==> src/rtl/isotp_rx_pkg.sv <==
// types, codes and helpers for the iso-tp receive reassembler
package isotp_rx_pkg;

   localparam int unsigned CSR_INDEX_WIDTH = 4;

   localparam logic [CSR_INDEX_WIDTH-1:0] CSR_FC_BLOCK_SIZE      = 4'd0;
   localparam logic [CSR_INDEX_WIDTH-1:0] CSR_FC_SEPARATION_TIME = 4'd1;

   localparam logic [3:0] PCI_SINGLE  = 4'h0;
   localparam logic [3:0] PCI_FIRST   = 4'h1;
   localparam logic [3:0] PCI_CONSEC  = 4'h2;
   localparam logic [3:0] PCI_FLOWCTL = 4'h3;

   localparam logic [1:0] STATUS_ACCEPTED  = 2'd0;
   localparam logic [1:0] STATUS_MALFORMED = 2'd1;
   localparam logic [1:0] STATUS_IGNORED   = 2'd2;

   localparam logic [1:0] FC_FLAG_CTS      = 2'd0;
   localparam logic [1:0] FC_FLAG_OVERFLOW = 2'd2;

   localparam logic [3:0] CAN_MAX_BYTES = 4'd8;

   typedef struct packed {
      logic [63:0] frame_bytes;
      logic [3:0]  frame_length;
   } frame_type;

   typedef struct packed {
      logic [1:0]  status;
      logic        fc_send;
      logic [1:0]  fc_flag;
      logic [55:0] data_bytes;
      logic [2:0]  data_count;
      logic [11:0] data_offset;
      logic        message_start;
      logic        message_done;
      logic [11:0] message_length;
      logic        sequence_error;
   } result_type;

   // keeps the low count bytes of a seven-byte payload
   function automatic logic [55:0] byte_mask(input logic [2:0] count);
      logic [55:0] mask;
      mask = '0;
      for (int i = 0; i < 7; i++) begin
         mask[8*i +: 8] = (3'(i) < count) ? 8'hFF : 8'h00;
      end
      return mask;
   endfunction

endpackage

==> src/rtl/isotp_rx_input.sv <==
// input register stage for incoming frames
module isotp_rx_input
   import isotp_rx_pkg::*;
(
   input  logic        clock,
   input  logic        reset,
   input  logic        req_valid,
   output logic        req_stall,
   input  frame_type   req_frame,
   input  logic        advance,
   output logic        frame_valid,
   output frame_type   frame
);

   logic      valid_ff;
   logic      valid_in;
   frame_type frame_ff;

   // only stall when a frame is held and the result side cannot take it
   assign req_stall = valid_ff && !advance;
   assign valid_in  = req_stall ? valid_ff : req_valid;

   always_ff @(posedge clock) begin
      if (reset) begin
         valid_ff <= 1'b0;
      end else begin
         valid_ff <= valid_in;
      end
   end

   always_ff @(posedge clock) begin
      if (req_valid && !req_stall) begin
         frame_ff <= req_frame;
      end
   end

   assign frame_valid = valid_ff;
   assign frame       = frame_ff;

endmodule

==> src/rtl/isotp_rx_engine.sv <==
// pci decode and reception state for the reassembler
module isotp_rx_engine
   import isotp_rx_pkg::*;
#(
   parameter int unsigned MAX_MESSAGE_LENGTH = 4095
) (
   input  logic       clock,
   input  logic       reset,
   input  logic       fire,
   input  frame_type  frame,
   output result_type result
);

   localparam logic [11:0] MaxLen = 12'(MAX_MESSAGE_LENGTH);

   logic [11:0] expected_total_ff, expected_total_in;
   logic [12:0] bytes_received_ff, bytes_received_in;
   logic [3:0]  next_sequence_ff, next_sequence_in;
   logic        receiving_ff, receiving_in;

   logic [3:0]  len;
   logic [3:0]  pci_type;
   logic [3:0]  nib;
   logic [11:0] total;
   logic [2:0]  ff_cnt;
   logic [12:0] exp_ext;
   logic [12:0] remain;
   logic [2:0]  cf_raw;
   logic [2:0]  cf_cnt;
   logic [12:0] br_sum;

   assign len      = (frame.frame_length > CAN_MAX_BYTES) ? CAN_MAX_BYTES : frame.frame_length;
   assign pci_type = frame.frame_bytes[7:4];
   assign nib      = frame.frame_bytes[3:0];
   assign total    = {nib, frame.frame_bytes[15:8]};
   assign ff_cnt   = 3'(len - 4'd2);
   assign exp_ext  = {1'b0, expected_total_ff};
   assign remain   = (exp_ext > bytes_received_ff) ? (exp_ext - bytes_received_ff) : 13'd0;
   assign cf_raw   = 3'(len - 4'd1);
   // trim the last consecutive frame to what the message still needs
   assign cf_cnt   = (remain < {10'd0, cf_raw}) ? remain[2:0] : cf_raw;
   assign br_sum   = bytes_received_ff + {10'd0, cf_cnt};

   always_comb begin
      result            = '0;
      expected_total_in = expected_total_ff;
      bytes_received_in = bytes_received_ff;
      next_sequence_in  = next_sequence_ff;
      receiving_in      = receiving_ff;
      if (len == 4'd0) begin
         result.status = STATUS_MALFORMED;
      end else begin
         unique case (pci_type)
            PCI_SINGLE: begin
               if (nib == 4'd0 || nib[3] || ({1'b0, len} < ({1'b0, nib} + 5'd1))) begin
                  result.status = STATUS_MALFORMED;
               end else begin
                  receiving_in          = 1'b0;
                  result.data_bytes     = frame.frame_bytes[63:8] & byte_mask(nib[2:0]);
                  result.data_count     = nib[2:0];
                  result.message_start  = 1'b1;
                  result.message_done   = 1'b1;
                  result.message_length = {9'd0, nib[2:0]};
               end
            end
            PCI_FIRST: begin
               if (len < 4'd2 || total < 12'd8 || total > MaxLen) begin
                  result.status = STATUS_MALFORMED;
               end else begin
                  expected_total_in     = total;
                  bytes_received_in     = {10'd0, ff_cnt};
                  next_sequence_in      = 4'd1;
                  receiving_in          = 1'b1;
                  result.fc_send        = 1'b1;
                  result.fc_flag        = FC_FLAG_CTS;
                  result.data_bytes     = {8'h00, frame.frame_bytes[63:16]} & byte_mask(ff_cnt);
                  result.data_count     = ff_cnt;
                  result.message_start  = 1'b1;
                  result.message_length = total;
               end
            end
            PCI_CONSEC: begin
               if (!receiving_ff) begin
                  result.status = STATUS_IGNORED;
               end else if (nib != next_sequence_ff) begin
                  receiving_in          = 1'b0;
                  result.fc_send        = 1'b1;
                  result.fc_flag        = FC_FLAG_OVERFLOW;
                  result.sequence_error = 1'b1;
               end else begin
                  result.data_bytes  = frame.frame_bytes[63:8] & byte_mask(cf_cnt);
                  result.data_count  = cf_cnt;
                  result.data_offset = (cf_cnt != 3'd0) ? bytes_received_ff[11:0] : 12'd0;
                  bytes_received_in  = br_sum;
                  next_sequence_in   = next_sequence_ff + 4'd1;
                  if (br_sum >= exp_ext) begin
                     receiving_in          = 1'b0;
                     result.message_done   = 1'b1;
                     result.message_length = expected_total_ff;
                  end else begin
                     result.fc_send = 1'b1;
                     result.fc_flag = FC_FLAG_CTS;
                  end
               end
            end
            PCI_FLOWCTL: begin
               result.status = (len < 4'd3) ? STATUS_MALFORMED : STATUS_IGNORED;
            end
            default: begin
               result.status = STATUS_IGNORED;
            end
         endcase
      end
   end

   always_ff @(posedge clock) begin
      if (reset) begin
         expected_total_ff <= '0;
         bytes_received_ff <= '0;
         next_sequence_ff  <= '0;
         receiving_ff      <= 1'b0;
      end else if (fire) begin
         expected_total_ff <= expected_total_in;
         bytes_received_ff <= bytes_received_in;
         next_sequence_ff  <= next_sequence_in;
         receiving_ff      <= receiving_in;
      end
   end

endmodule

==> src/rtl/isotp_rx_output.sv <==
// result register stage towards the consumer
module isotp_rx_output
   import isotp_rx_pkg::*;
(
   input  logic       clock,
   input  logic       reset,
   input  logic       in_valid,
   input  result_type in_result,
   output logic       advance,
   output logic       rsp_valid,
   input  logic       rsp_stall,
   output result_type rsp_result
);

   logic       valid_ff;
   logic       valid_in;
   result_type result_ff;

   assign advance  = !valid_ff || !rsp_stall;
   assign valid_in = advance ? in_valid : valid_ff;

   always_ff @(posedge clock) begin
      if (reset) begin
         valid_ff <= 1'b0;
      end else begin
         valid_ff <= valid_in;
      end
   end

   always_ff @(posedge clock) begin
      if (advance && in_valid) begin
         result_ff <= in_result;
      end
   end

   assign rsp_valid  = valid_ff;
   assign rsp_result = result_ff;

endmodule

==> src/rtl/isotp_receive_reassembler_top.sv <==
// iso-tp receive reassembler top level
//
//   channel | direction | handshake          | beat
//   req_    | in        | req_valid/stall    | one can frame
//   rsp_    | out       | rsp_valid/stall    | one decode result
//   csr_    | in        | csr_valid/ready    | one register write
//
// one frame a cycle while rsp_stall is low; each result leaves after its beat is taken
// through the input register, then decode and state update into the result register
// the state update loop in the engine sets that rate
// reset is synchronous and clears the valids and the reception state
// rsp_stall holds the result; req_stall rises only with both stages full
module isotp_receive_reassembler_top
   import isotp_rx_pkg::*;
#(
   parameter int unsigned MAX_MESSAGE_LENGTH = 4095
) (
   input  logic                       clock,
   input  logic                       reset,
   input  logic                       req_valid,
   output logic                       req_stall,
   input  logic [63:0]                req_frame_bytes,
   input  logic [3:0]                 req_frame_length,
   output logic                       rsp_valid,
   input  logic                       rsp_stall,
   output logic [1:0]                 rsp_status,
   output logic                       rsp_fc_send,
   output logic [1:0]                 rsp_fc_flag,
   output logic [55:0]                rsp_data_bytes,
   output logic [2:0]                 rsp_data_count,
   output logic [11:0]                rsp_data_offset,
   output logic                       rsp_message_start,
   output logic                       rsp_message_done,
   output logic [11:0]                rsp_message_length,
   output logic                       rsp_sequence_error,
   input  logic                       csr_valid,
   output logic                       csr_ready,
   input  logic [CSR_INDEX_WIDTH-1:0] csr_index,
   input  logic [7:0]                 csr_data
);

   frame_type  req_frame;
   frame_type  frame;
   logic       frame_valid;
   logic       advance;
   logic       fire;
   result_type result;
   result_type rsp_result;

   // held for the flow control transmitter
   logic [7:0] fc_block_size_ff;
   logic [7:0] fc_separation_time_ff;

   assign csr_ready = 1'b1;

   always_ff @(posedge clock) begin
      if (reset) begin
         fc_block_size_ff      <= '0;
         fc_separation_time_ff <= '0;
      end else if (csr_valid && csr_ready) begin
         if (csr_index == CSR_FC_BLOCK_SIZE) begin
            fc_block_size_ff <= csr_data;
         end else if (csr_index == CSR_FC_SEPARATION_TIME) begin
            fc_separation_time_ff <= csr_data;
         end
      end
   end

   assign req_frame.frame_bytes  = req_frame_bytes;
   assign req_frame.frame_length = req_frame_length;

   isotp_rx_input u_input (
      .clock       (clock),
      .reset       (reset),
      .req_valid   (req_valid),
      .req_stall   (req_stall),
      .req_frame   (req_frame),
      .advance     (advance),
      .frame_valid (frame_valid),
      .frame       (frame)
   );

   assign fire = frame_valid && advance;

   isotp_rx_engine #(
      .MAX_MESSAGE_LENGTH (MAX_MESSAGE_LENGTH)
   ) u_engine (
      .clock  (clock),
      .reset  (reset),
      .fire   (fire),
      .frame  (frame),
      .result (result)
   );

   isotp_rx_output u_output (
      .clock      (clock),
      .reset      (reset),
      .in_valid   (frame_valid),
      .in_result  (result),
      .advance    (advance),
      .rsp_valid  (rsp_valid),
      .rsp_stall  (rsp_stall),
      .rsp_result (rsp_result)
   );

   assign rsp_status         = rsp_result.status;
   assign rsp_fc_send        = rsp_result.fc_send;
   assign rsp_fc_flag        = rsp_result.fc_flag;
   assign rsp_data_bytes     = rsp_result.data_bytes;
   assign rsp_data_count     = rsp_result.data_count;
   assign rsp_data_offset    = rsp_result.data_offset;
   assign rsp_message_start  = rsp_result.message_start;
   assign rsp_message_done   = rsp_result.message_done;
   assign rsp_message_length = rsp_result.message_length;
   assign rsp_sequence_error = rsp_result.sequence_error;

endmodule

==> config.mk <==
export PLATFORM = sky130hd
export DESIGN_NAME = isotp_receive_reassembler_top
export DESIGN_NICKNAME = d
export VERILOG_FILES = /design/src/rtl/isotp_rx_pkg.sv /design/src/rtl/isotp_rx_input.sv /design/src/rtl/isotp_rx_engine.sv /design/src/rtl/isotp_rx_output.sv /design/src/rtl/isotp_receive_reassembler_top.sv
export SDC_FILE = /design/constraint.sdc
export NUM_CORES = 1
export LEC_CHECK = 0
export ABC_AREA = 1
export BUFFER_PORTS_ARGS = -buffer_cell sky130_fd_sc_hd__buf_4
export CAP_MARGIN = 20
export CORE_MARGIN = 2
export CORE_UTILIZATION = 40
export CTS_BUF_LIST = sky130_fd_sc_hd__clkbuf_4
export DETAILED_ROUTE_END_ITERATION = 8
export HOLD_SLACK_MARGIN = 0.12
export PLACE_DENSITY = 0.56
export RECOVER_POWER = 50
export SLEW_MARGIN = 30
export SYNTH_ARGS = -nofsm -noshare
export SYNTH_HDL_FRONTEND = slang
export SYNTH_HIERARCHICAL = 1
export SYNTH_SLANG_ARGS = --single-unit
export TNS_END_PERCENT = 50
==> constraint.sdc <==
create_clock -name clock -period 17.4 [get_ports clock]
set_input_delay 4.35 -clock clock [delete_from_list [all_inputs] [get_ports clock]]
set_output_delay 4.35 -clock clock [all_outputs]
set_load 0.01 [all_outputs]
* Yosys cells after proc, flatten, opt, wreduce, memory -nomap -nowiden
Index checks and enable logic that the tools add are counted.
Cells by class: $add $sub $neg 6, multiply operators 0, div/mod/pow operators 0, order comparisons 30, eq/ne operators 8, shift-type cells 0, multiplexer cells 62, bitwise operators 8, reductions and logical operators 23
Operators by type and width (count):
- one-hot mux 59 bit (3 select lines) | 1
- 2-to-1 mux 8 bit | 21
- AND 56 bit | 2
- 2-to-1 mux 13 bit | 6
- 2-to-1 mux 74 bit | 1
- 2-to-1 mux 71 bit | 1
- 2-to-1 mux 62 bit | 1
- 2-to-1 mux 59 bit | 1
- AND 48 x 56 -> 56 bit | 1
- one-hot mux 12 bit (3 select lines) | 1
- 2-to-1 mux 14 bit | 2
- less-than comparator 3 bit, first input constant | 9
- one-hot mux 13 bit (2 select lines) | 1
- 2-to-1 mux 12 bit | 2
- less-than comparator 1 x 3 -> 1 bit, first input constant | 6
- less-than comparator 2 x 3 -> 1 bit, first input constant | 6
- 2-to-1 mux 4 bit | 4
- adder 13 x 3 -> 13 bit | 1
- >= comparator 13 x 12 -> 1 bit | 1
- > comparator 12 x 13 -> 1 bit | 1
- less-than comparator 13 x 3 -> 1 bit | 1
- subtractor 12 x 13 -> 13 bit | 1
- > comparator 12 bit, second input constant | 1
- logical NOT 4 bit | 3
- other kinds (32) | 62
Storage, ports and cells: bits in registers 191, latch bits 0, RAM bits 0, ROM bits 0, bits of input ports 85, output and inout bits 94, word-level logic and storage cells 155, memories kept 0

* Longest topological paths before layout
depth in word-level cells 11, gate-level depth with buffers 37

* By module
The synthesis kept the hierarchy.
Modules (own cells, without submodules):
- isotp_rx_engine | instances 1, cells each 975, area each 5497.8 sq um, sequential area each 600.6 sq um
- isotp_rx_output | instances 1, cells each 96, area each 2776.4 sq um, sequential area each 2752.6 sq um
- isotp_rx_input | instances 1, cells each 75, area each 2088.3 sq um, sequential area each 2062.0 sq um
- isotp_receive_reassembler_top | instances 1, cells each 4, area each 18.8 sq um, sequential area each 0.0 sq um

* Worst setup path after synthesis
No wires, ideal clock.
path kind input to register, start input rsp_stall, end register u_output.result_ff (netlist bit u_output/rsp_result[0]), enable pin, arrival time 8768 ps, path slack 8061 ps, stages on the path 1, path through a21oi_1
Between the ends: cells in the longest elaborated chain, start to end 3
Ends and longest elaborated chain:
- from (decl) | RTL line isotp_receive_reassembler_top.sv:25 | input logic rsp_stall,
- logical NOT 1 bit | RTL line isotp_rx_output.sv:19 | assign advance = !valid_ff || !rsp_stall;
- logical OR 1 bit | RTL line isotp_rx_output.sv:19
- logical AND 1 bit | RTL line isotp_rx_output.sv:31 | if (advance && in_valid) begin
- to (signal assigned) | RTL line isotp_rx_output.sv:32 | result_ff <= in_result;
- to (decl) | RTL line isotp_rx_output.sv:17 | result_type result_ff;
Every way passes these cells. A chain may end at the register's enable or synchronous reset.

* Worst setup path after layout
start input rsp_stall, end output req_stall
Between the ends: cells in the longest elaborated chain, start to end 4
Ends and longest elaborated chain:
- logical NOT 1 bit | RTL line isotp_rx_output.sv:19
- logical OR 1 bit | RTL line isotp_rx_output.sv:19
- net advance | RTL line isotp_receive_reassembler_top.sv:45 | logic advance;
- logical NOT 1 bit | RTL line isotp_rx_input.sv:20 | assign req_stall = valid_ff && !advance;
- logical AND 1 bit | RTL line isotp_rx_input.sv:20
- to (decl) | RTL line isotp_receive_reassembler_top.sv:21 | output logic req_stall,
The timed path passes the listed nets, and every way through them passes these cells.

==> out/metrics.csv <==
metric,value,unit
row_count,58,
finalClockSkew,0.02759,ns
synth_seq_area_share,52.16,%
finish.net_count,1428,
numCtsBuffers,17,
required,13.05,ns
synth-async-reset-ratio,0,%
post_synthesis_cell_area,0.01038,mm²
synthesis.area_per_instance,9.027,µm²
cts.htree.levels,4,
hold_path.startpoint,u_engine/bytes_received_ff[11],
status,"complete, but fails checks",
synth.ff_latch_count,191,
cts_max_path_bufs,2,
timing.final.max_slew_violations,135,
cts_resized,0,
global_route_wire_length_before_repair,43450,µm
min_path_type,reg2reg,
antenna_found_initial,1,
max-vdd-ir-drop,0.04005,mV
cts.root.buffer_cell,sky130_fd_sc_hd__clkbuf_4,
hold_buffers,0,
netlist-cell-type-count,44,
placement.io_buffers,164,
via_count_of_the_first_global_routing_pass,7973,
syn_inst,1150,
y_dimension_of_the_die,165.1,µm
power.total,904.6,µW
timing.setup.critical_path_class,in2out,
holdPathStages,2,
antenna_left,0,
coreArea,0.02533,mm²
failed_checks,"capacitance limit, slew limit",
max_slew.worst_pin.slew,3.413,ns
fillers,2505,
io-pin-count,179,
cts_post_setup_buffers_inserted,0,
first_drt_iteration_drcs,552,
area.growth.synth_to_final,16.43,%
arrival,4.90,ns
proportion_of_layout_cells_with_a_drive_suffix_above_1,19.19,%
synth_common_cells,"sky130_fd_sc_hd__nand2_1 (233), sky130_fd_sc_hd__inv_1 (170), sky130_fd_sc_hd__edfxtp_1 (159)",
synthesis.yosys.warnings,6,
synth-main-ff-cell,sky130_fd_sc_hd__edfxtp_1,
synth_top_cells_by_area,"sky130_fd_sc_hd__edfxtp_1 (46%), sky130_fd_sc_hd__nand2_1 (8.4%), sky130_fd_sc_hd__nand3_1 (6.3%)",
p_leak,0.005258,µW
clock_sink_count,191,
grt_usage,21.04,%
setup_violations,0,
floorplan.initialDensity,40.99,%
fin_util,47.72,%
worstReg2RegEnd,u_output/rsp_result[3],
dp.final_hpwl,20930,µm
power_per_standard_cell_area,74.84,mW/mm²
worst-r2r-cell-count,35,
yosysMostFrequentCell,sky130_fd_sc_hd__nand2_1,
totalNegativeSetupSlack,0,ns
routed_wire_length_per_instance,17.30,µm
slew_headroom,-127.5,%
rsz0062_at_grt,no,
fp.dieArea,0.02726,mm²
netlist.top_cell.by_area,sky130_fd_sc_hd__edfxtp_1,
via_count,8296,
maximum_number_of_pins_on_one_net_before_global_route_repair,61,
final_min_period_over_clock_period,53.17,%
hold_viol,0,
detail_route.first_pass.iterations,7,
cts.reportedPaths.clkPinSlew,0.17,ns
crit_path_max_fanout,3,
max_clock_freq,0.1081,GHz
max_cap_viol_count,3,
setup.worst_path.start_class,input pin,
grt_remaining_overflow,0,
end_kind,output port,
chipWidth,165.1,µm
critical_path.reg2reg.startpoint,u_engine/bytes_received_ff[4],
period_minus_ws_final,9.251,ns
clock_latency,0.60,ns
yosys.area.top_type_share,45.99,%
synth_enable_flop_cells,159,
place.gp.congestion,0.8501,
finalWirelength,28450,µm
drcViolationCount,0,
whs_endpoint,u_engine/bytes_received_ff[11],
mappedNetlistNets,1278,
reg2reg_setup_slack,10.65,ns
detail_route.vias_per_cell,5.046,
cts_tree,built,
-- area by class of cell --
type	count	area, µm²	share of cell area [%]
antenna	1	2.502	0.02070
clock buffer	17	127.6	1.056
timing repair buffer	170	1239	10.25
tap	330	412.9	3.416
clock inverter	15	167.7	1.387
sequential	191	5415	44.80
multi-input combinational	740	4041	33.44
inverter	180	680.7	5.631
-- how the worst max path moves through the flow --
| stage | startpoint | end | slack [ns] | depth (start not counted) |
|---|---|---|---|---|
| final | rsp_stall | req_stall | 8.15 | 6 |
| after global routing | rsp_stall | req_stall | 8.05 | 6 |
| after CTS | rsp_stall | req_stall | 8.17 | 6 |
| after detailed placement | rsp_stall | req_stall | 8.17 | 6 |
| after global placement | rsp_stall | req_stall | 8.17 | 6 |
| after floorplan | rsp_stall | u_output/rsp_result[0] | 8.06 | 1 |
-- logic make-up after synthesis --
family,Yosys count,synth area share (%)
simple gates,509,23.06
fa+ha+maj,43,5.327
xor+xnor,16,1.350
other cells,2,0.07234
flops,191,52.16
compound gates,170,9.606
buf+inv,219,8.425
-- flip-flops by register name, summed over array words and instances, names as in the netlist --
name / count
u_engine/next_sequence_ff: 4
u_output/rsp_valid: 1
u_output/rsp_result: 91
u_engine/bytes_received_ff: 13
u_input/frame: 68
u_engine/expected_total_ff: 12
u_engine/receiving_ff: 1
u_input/frame_valid: 1
-- per-layer routing --
layer  part of all wire (%)  wire length, µm  vias to the layer above  global-route usage (%)
met2                     45            12800                      284                   33.14
met5                      0                0                        -                       0
li1                       -                -                     4135                       -
met3                    6.4             1808                       29                   3.771
met4                    1.6              469                        0                   5.771
met1                     47            13370                     3848                   29.88
-- worst max-delay path, stage by stage --
cell and delay (ns):
sky130_fd_sc_hd__clkbuf_1 0.11, sky130_fd_sc_hd__nand2_1 0.11, sky130_fd_sc_hd__inv_1 0.06, sky130_fd_sc_hd__nand2_1 0.06
sky130_fd_sc_hd__inv_1 0.08, sky130_fd_sc_hd__buf_4 0.12
-- layout by cell type, fill, tap and decap left out, types with 4 or more instances in the layout --
cell type / count
sky130_fd_sc_hd__nand4_1: 9
sky130_fd_sc_hd__nand3_2: 14
sky130_fd_sc_hd__nor3_1: 4
sky130_fd_sc_hd__inv_1: 173
sky130_fd_sc_hd__clkbuf_1: 9
sky130_fd_sc_hd__xor2_1: 12
sky130_fd_sc_hd__inv_2: 5
sky130_fd_sc_hd__clkinv_8: 4
sky130_fd_sc_hd__xnor2_1: 4
sky130_fd_sc_hd__nand3_1: 132
sky130_fd_sc_hd__ha_1: 41
sky130_fd_sc_hd__a31oi_1: 9
sky130_fd_sc_hd__nand2_2: 16
sky130_fd_sc_hd__o21ai_0: 20
sky130_fd_sc_hd__buf_4: 97
sky130_fd_sc_hd__nor2_1: 74
sky130_fd_sc_hd__clkbuf_4: 80
sky130_fd_sc_hd__a21oi_1: 108
sky130_fd_sc_hd__a21oi_2: 8
sky130_fd_sc_hd__o31ai_1: 17
sky130_fd_sc_hd__inv_6: 5
sky130_fd_sc_hd__dfxtp_1: 32
sky130_fd_sc_hd__nand2_1: 239
sky130_fd_sc_hd__nor2_2: 4
sky130_fd_sc_hd__edfxtp_1: 159
-- per-stage QoR --
step,cells,setup slack [ns],cell area [µm²],hold WS (ns)
final,1644,8.149,12090,0.4985
after global routing,1644,8.046,12090,0.5315
after CTS,1643,8.171,12230,0.5017
after detailed placement,1611,8.174,11930,0.4790
after global placement,1610,8.174,11900,0.4729
after floorplan,1150,8.061,10380,0.4590
-- where the power goes --
part	internal, µW	leakage [µW]	total [µW]	switching [µW]
clock	67.1	0.000154	247	180
sequential	514	0.00186	526	11.8
combinational	42.3	0.00324	132	89.9
total	623	0.00526	905	281
No activity file was read; power rests on OpenSTA's default activity.
